File: config.mk
export PLATFORM = sky130hd
export DESIGN_NAME = plob_div
export DESIGN_NICKNAME = d
export VERILOG_FILES = /design/src/rtl/core/plob_pkg.sv /design/src/rtl/core/plob_div.sv
export SDC_FILE = /design/constraint.sdc
export NUM_CORES = 1
export LEC_CHECK = 0
export BUFFER_PORTS_ARGS = -buffer_cell sky130_fd_sc_hd__buf_2
export CORE_MARGIN = 5
export CORE_UTILIZATION = 55
export CTS_BUF_LIST = sky130_fd_sc_hd__clkbuf_2 sky130_fd_sc_hd__clkbuf_4 sky130_fd_sc_hd__clkbuf_8
export DETAILED_ROUTE_END_ITERATION = 12
export PLACE_DENSITY = 0.83
export SYNTH_ARGS = -nofsm -noshare
export SYNTH_HDL_FRONTEND = slang
export SYNTH_SLANG_ARGS = --single-unit
File: constraint.sdc
create_clock -name clk -period 5.2 [get_ports clk]
set_input_delay 1.04 -clock clk [delete_from_list [all_inputs] [get_ports clk]]
set_output_delay 1.04 -clock clk [all_outputs]
set_load 0.02 [all_outputs]
File: src/rtl/core/plob_pkg.sv
// Shared types and constants for the price-level order book.
// Holds request codes, cell control struct and default widths.
// Depends on nothing.
package plob_pkg;

  localparam int DEF_LEVELS     = 64;
  localparam int DEF_PRICE_BITS = 32;
  localparam int DEF_QTY_BITS   = 32;
  localparam int REQ_BITS       = 3;
  localparam int DEPTH_BITS     = 7;
  localparam int IMB_BITS       = 16;
  localparam int FRAC_BITS      = 15;

  localparam logic [REQ_BITS-1:0] REQ_SET   = 3'd0;
  localparam logic [REQ_BITS-1:0] REQ_CLEAR = 3'd1;
  localparam logic [REQ_BITS-1:0] REQ_VWAP  = 3'd2;
  localparam logic [REQ_BITS-1:0] REQ_IMB   = 3'd3;
  localparam logic [REQ_BITS-1:0] REQ_READ  = 3'd4;

  // Command applied to a whole side of the book.
  typedef enum logic [1:0] {
    OP_HOLD,
    OP_SET,
    OP_CLEAR,
    OP_ROT
  } side_op_t;

  // Broadcast control seen by every cell of one side.
  typedef struct packed {
    side_op_t op;
    logic     qty_zero;
    logic     any_match;
  } cell_ctl_t;

endpackage

File: src/rtl/core/plob_div.sv
// Restoring divider, one quotient bit per cycle, shared by the fill
// price and imbalance paths. Depends on plob_pkg.
module plob_div import plob_pkg::*; #(
  parameter int NW = 64,
  parameter int DW = 33
) (
  input  logic          clk,
  input  logic          rst_n,
  input  logic          start,
  input  logic [NW-1:0] num,
  input  logic [DW-1:0] den,
  output logic          run,
  output logic          done,
  output logic [NW-1:0] quo
);

  localparam int NCW = $clog2(NW + 1);
  localparam logic [NCW-1:0] LAST = NCW'(NW - 1);

  logic [NW-1:0]  num_r;
  logic [DW-1:0]  den_r;
  logic [DW-1:0]  rem_r;
  logic [NCW-1:0] cnt_r;
  logic           run_r;
  logic           done_r;
  logic [DW:0]    rem_sh;
  logic           qbit;
  logic [DW:0]    rem_sub;

  // Trial subtract of the shifted remainder
  always_comb begin
    rem_sh  = {rem_r, num_r[NW-1]};
    rem_sub = rem_sh - {1'b0, den_r};
    qbit    = rem_sh >= {1'b0, den_r};
  end

  always_ff @(posedge clk) begin
    if (!rst_n) begin
      run_r  <= 1'b0;
      done_r <= 1'b0;
      cnt_r  <= '0;
    end else begin
      done_r <= 1'b0;
      if (start) begin
        run_r <= 1'b1;
        cnt_r <= '0;
        num_r <= num;
        den_r <= den;
        rem_r <= '0;
      end else if (run_r) begin
        num_r <= {num_r[NW-2:0], qbit};
        rem_r <= qbit ? rem_sub[DW-1:0] : rem_sh[DW-1:0];
        cnt_r <= cnt_r + 1'b1;
        if (cnt_r == LAST) begin
          run_r  <= 1'b0;
          done_r <= 1'b1;
        end
      end
    end
  end

  assign run  = run_r;
  assign done = done_r;
  assign quo  = num_r;

endmodule

---- Word level (Yosys, flattened, before mapping) ----
Cells that the tools add are included.
W data, S select, Z words.
storage, ports and cells
  bits in registers ....................... 139
  bits in latches ......................... 0
  bits in writable memories ............... 0
  memory bits (read-only) ................. 0
  input port bits ......................... 100
  output and inout port bits .............. 66
  logic and storage cells ................. 25
  memories ................................ 0
operators by class
  add/sub/neg operators ................... 2
  multiply operators ...................... 0
  div/mod/pow operators ................... 0
  $lt $le $gt $ge ......................... 1
  equal/unequal tests ..................... 1
  shift operators ......................... 0
  mux-type cells .......................... 8
  bitwise operators ....................... 2
  reductions and logical operators ........ 5
operators by type and width
  cell                   number
  $mux W64               2
  $mux W33               2
  $ge A34 B33 Y1         1
  $sub A33 B33 Y33       1
  $add A7 B1 Y7 const B  1
  $eq A7 B6 Y1 const B   1
  $mux W1                4
  $reduce_and A2 Y1      2
  $reduce_or A3 Y1       1
  $not A1 Y1             2
  $reduce_bool A2 Y1     1
  $reduce_or A2 Y1       1

---- Logic depth before layout (Yosys ltp) ----
  word-level depth ........................ 4
  mapped depth ............................ 14
  gate-level depth less buffers ........... 12

---- Worst setup path before layout ----
Ideal clock, no wire load.
  path type ............................... input-to-reg
  start point ............................. input start
  end point ............................... register num_r[0], in the netlist quo[0], enable pin
  arrival time ............................ 3.529 ns
  required time ........................... 4.736 ns
  path slack .............................. 1.207 ns
  stages .................................. 2
  buffers on the path ..................... 1
  path through ............................ clkbuf_1 > o21a_1
between the ends
  longest elaborated chain between the ends .. 2
ends and longest elaborated chain
  element                       line            text
  from (decl)                   plob_div.sv:9   input logic start,
  $reduce_bool A2 Y1 (no line)  --
  $reduce_and A2 Y1 (no line)   --
  to (signal assigned)          plob_div.sv:47  num_r <= num;
  to (signal assigned)          plob_div.sv:51  num_r <= {num_r[NW-2:0], qbit};
  to (decl)                     plob_div.sv:20  logic [NW-1:0] num_r;
No other way between the ends.
A chain may end at the register's enable or synchronous reset.

---- Worst setup path in the final report ----
  start point ............................. register num_r[63], in the netlist quo[63]
  end point ............................... register num_r[0], in the netlist quo[0], data pin
between the ends
  longest elaborated chain between the ends .. 3
ends and longest elaborated chain
  element         line            text
  $ge A34 B33 Y1  plob_div.sv:34  qbit = rem_sh >= {1'b0, den_r};
  $mux W64        plob_div.sv:50  end else if (run_r) begin
  $mux W64        plob_div.sv:44  if (start) begin
No other way between the ends. The select of a mux whose other input is x is not followed.

==> flow_metrics.py <==
metrics = {
    "grt": {
        "grt_overflow": 0,
        "grt_util_all_layers_pct": 23.51,
        "grt_pass1_wl_mm": 29.87,
        "grt_max_degree": 74,
        "antenna_found_initial": 2,
        "grt_pass1_vias": 5920,
    },
    "floorplan": {
        "core.rowCount": 42,
        "die_h_microns": 126.6,
        "core_area_sq_um": 13300,
        "die_x_microns": 126.6,
        "initial_utilization_pct": 56.24,
        "dieArea_sq_um": 16030,
        "ios": 166,
    },
    "timing": {
        "slew_violations": 0,
        "period_needed_ns": 3.763,
        "tns_ns": 0,
        "rsz0062_at_grt": "no",
        "clock.fmax_mhz": 265.7,
        "setup_viol": 0,
        "relSlewSlack_pct": 30.82,
        "fin_skew_ns": 0.01259,
        "hold_viol": 0,
        "fin_crit_sh_pct": 72.37,
        "worstMarginPinSlew_ns": 1.038,
    },
    "placed_design": {
        "gp_congestion": 0.9667,
        "hpwl_mm": 13.62,
        "port_buffers": 165,
        "placed_cell_area_sq_um": 8423,
    },
    "clock_tree": {
        "root_buffer": "clkbuf_8",
        "cts.hold.buffers_added": 0,
        "numCtsBuffers": 17,
        "cts_setup_buffers": 0,
        "clk_pin_slew_ns": 0.08,
        "clock-sinks": 139,
        "cts_tree": "done",
        "cts_resized": 0,
        "htree_levels": 4,
        "cts_max_path_buffers": 2,
        "clkLatencyLatePin_ns": 0.46,
    },
    "routing": {
        "first_pass_iters": 5,
        "drtIter0Drc": 334,
        "drtAntennaViolNets": 0,
        "drc": 0,
        "vias_per_cell": 5.737,
        "vias": 5622,
        "finalWirelength_mm": 18.61,
        "wl_per_cell_microns": 18.99,
    },
    "critical_path": {
        "cp-startpoint": "quo[63]",
        "critical_path_required_ns": 5.40,
        "cp.arrival_ns": 3.97,
        "r2r-start": "quo[63]",
        "end_kind": "register",
        "path_class": "reg2reg",
        "critPathLaunchType": "register",
        "crit_fanout": 34,
    },
    "final_layout": {
        "nFillCells": 1006,
        "area.growth.synth_to_final_pct": 18.11,
        "multi_input_comb_area_sq_um": 3088,
        "final_common_cell": "buf_2",
        "regArea_sq_um": 4084,
        "nets": 925,
        "fin_area_sq_um": 8831,
        "layout_common_cells": "buf_2, edfxtp_1, mux2_2, nand2_1, inv_1",
        "drive_gt1_share_pct": 34.41,
    },
    "synthesis": {
        "ys.flop_type": "edfxtp_1",
        "async_flop_share_pct": 0,
        "synth_area_leaders": "edfxtp_1, mux2_2, ha_1",
        "syn_avg_cell_area_sq_um": 11.87,
        "synthDistinctLibCells": 62,
        "syn-cell-area_sq_um": 7477,
        "syn_nets": 765,
        "synth_edf_count": 130,
        "synth_top_area_share_pct": 52.21,
        "ys_seq_area_share_pct": 54.62,
        "synthCells": 630,
        "yosys.area.top_type": "edfxtp_1",
        "ys_seq_elements": 139,
        "ys_warn_count": 0,
    },
    "power_and_ir_drop": {
        "power.density_nw_per_um2": 340.0,
        "peakVddDrop_mv": 0.2702,
        "cellLeakagePower_uw": 0.003624,
    },
    "run_status": {
        "status": "complete, no violations",
    },
    "hold_path": {
        "hold_path_class": "reg2reg",
        "hp-start": "cnt_r[5]",
    },
    "job": {
        "cap_violations": 0,
    },
}
final cells by class:
cell class,instances,share of cell area (%)
Multi-Input combinational cell,416,34.97
Inverter,48,2.040
Tap cell,176,2.494
Antenna cell,2,0.05667
Clock buffer,17,2.649
Timing Repair Buffer,168,9.634
Clock inverter,14,1.913
Sequential cell,139,46.25
flip-flops by register name, indices dropped and copies added, names as in the netlist:
name,count
done,1
cnt_r,7
quo,64
run,1
rem_r,33
den_r,33
through the flow:
| step | hold slack, ns | worst slack, ns | util, % | std cells | total power [uW] |
|---|---|---|---|---|---|
| global placement | 0.4683 | 1.606 | 63.35 | 947 | 2074 |
| global route | 0.5643 | 1.262 | 66.38 | 978 | 3149 |
| finish | 0.5198 | 1.437 | 66.42 | 980 | 3003 |
| CTS | 0.5191 | 1.444 | 66.38 | 978 | 3008 |
| floorplan | 0.4580 | 1.207 | - | 630 | 1915 |
| detailed placement | 0.5037 | 1.481 | 63.35 | 947 | 2101 |
kinds of logic (layout without fill, tap and decap cells):
| family | Yosys count | count (layout) | synth area share (%) |
|---|---|---|---|
| AO/OA/AOI/OAI | 140 | 140 | 12.50 |
| XOR/XNOR | 30 | 30 | 3.514 |
| adder cells (fa/ha/maj) | 35 | 35 | 5.957 |
| buffers and inverters | 75 | 247 | 4.183 |
| flip-flops | 139 | 139 | 54.62 |
| multiplexers | 65 | 65 | 9.772 |
| other | 0 | 2 | 0 |
| AND/OR/NAND/NOR | 146 | 146 | 9.455 |
per-layer routing:
layer | up-vias | track usage [%] | share of wire (%)
li1 | 2661 | - | -
met2 | 238 | 39.98 | 50
met5 | - | 0 | 0.038
met3 | 33 | 8.071 | 8.7
met4 | 2 | 8.896 | 2.2
met1 | 2688 | 27.54 | 39
worst max-delay path, stage by stage, from the launching register on:
cell and delay [ns]:
edfxtp_1 0.42, inv_1 0.08, ha_1 0.17, inv_1 0.06, fa_1 0.43, a211oi_2 0.35, o31ai_4 0.14, a22o_1 0.23
o211a_1 0.27, o311ai_4 0.39, nand2_2 0.48, mux2_2 0.47
cell usage after synthesis, types with 11 or more instances:
| library cell | count |
|---|---|
| clkbuf_1 | 17 |
| xnor2_1 | 16 |
| nand2_1 | 55 |
| o21ai_0 | 24 |
| xor2_1 | 14 |
| a21oi_1 | 44 |
| nand3_1 | 21 |
| a211oi_1 | 14 |
| ha_1 | 34 |
| nor2_1 | 23 |
| a21o_1 | 11 |
| edfxtp_1 | 130 |
| mux2_2 | 64 |
| inv_1 | 47 |
report_power, final:
| part | internal [uW] | leakage, uW | switching, uW |
|---|---|---|---|
| clock | 473 | 0.000194 | 441 |
| combinational | 283 | 0.00211 | 428 |
| sequential | 1330 | 0.00132 | 43.2 |
| total | 2090 | 0.00362 | 912 |
path summary, 6_finish.rpt:
path                                 end  slack (ns)  cells after the start
worst max-delay path              quo[0]        1.44                     11
worst min-delay path            cnt_r[5]        0.52                      2
worst max register to register    quo[0]        1.44                     11
worst min register to register  cnt_r[5]        0.52                      2
Note: power is estimated with default switching activity, not from simulation.
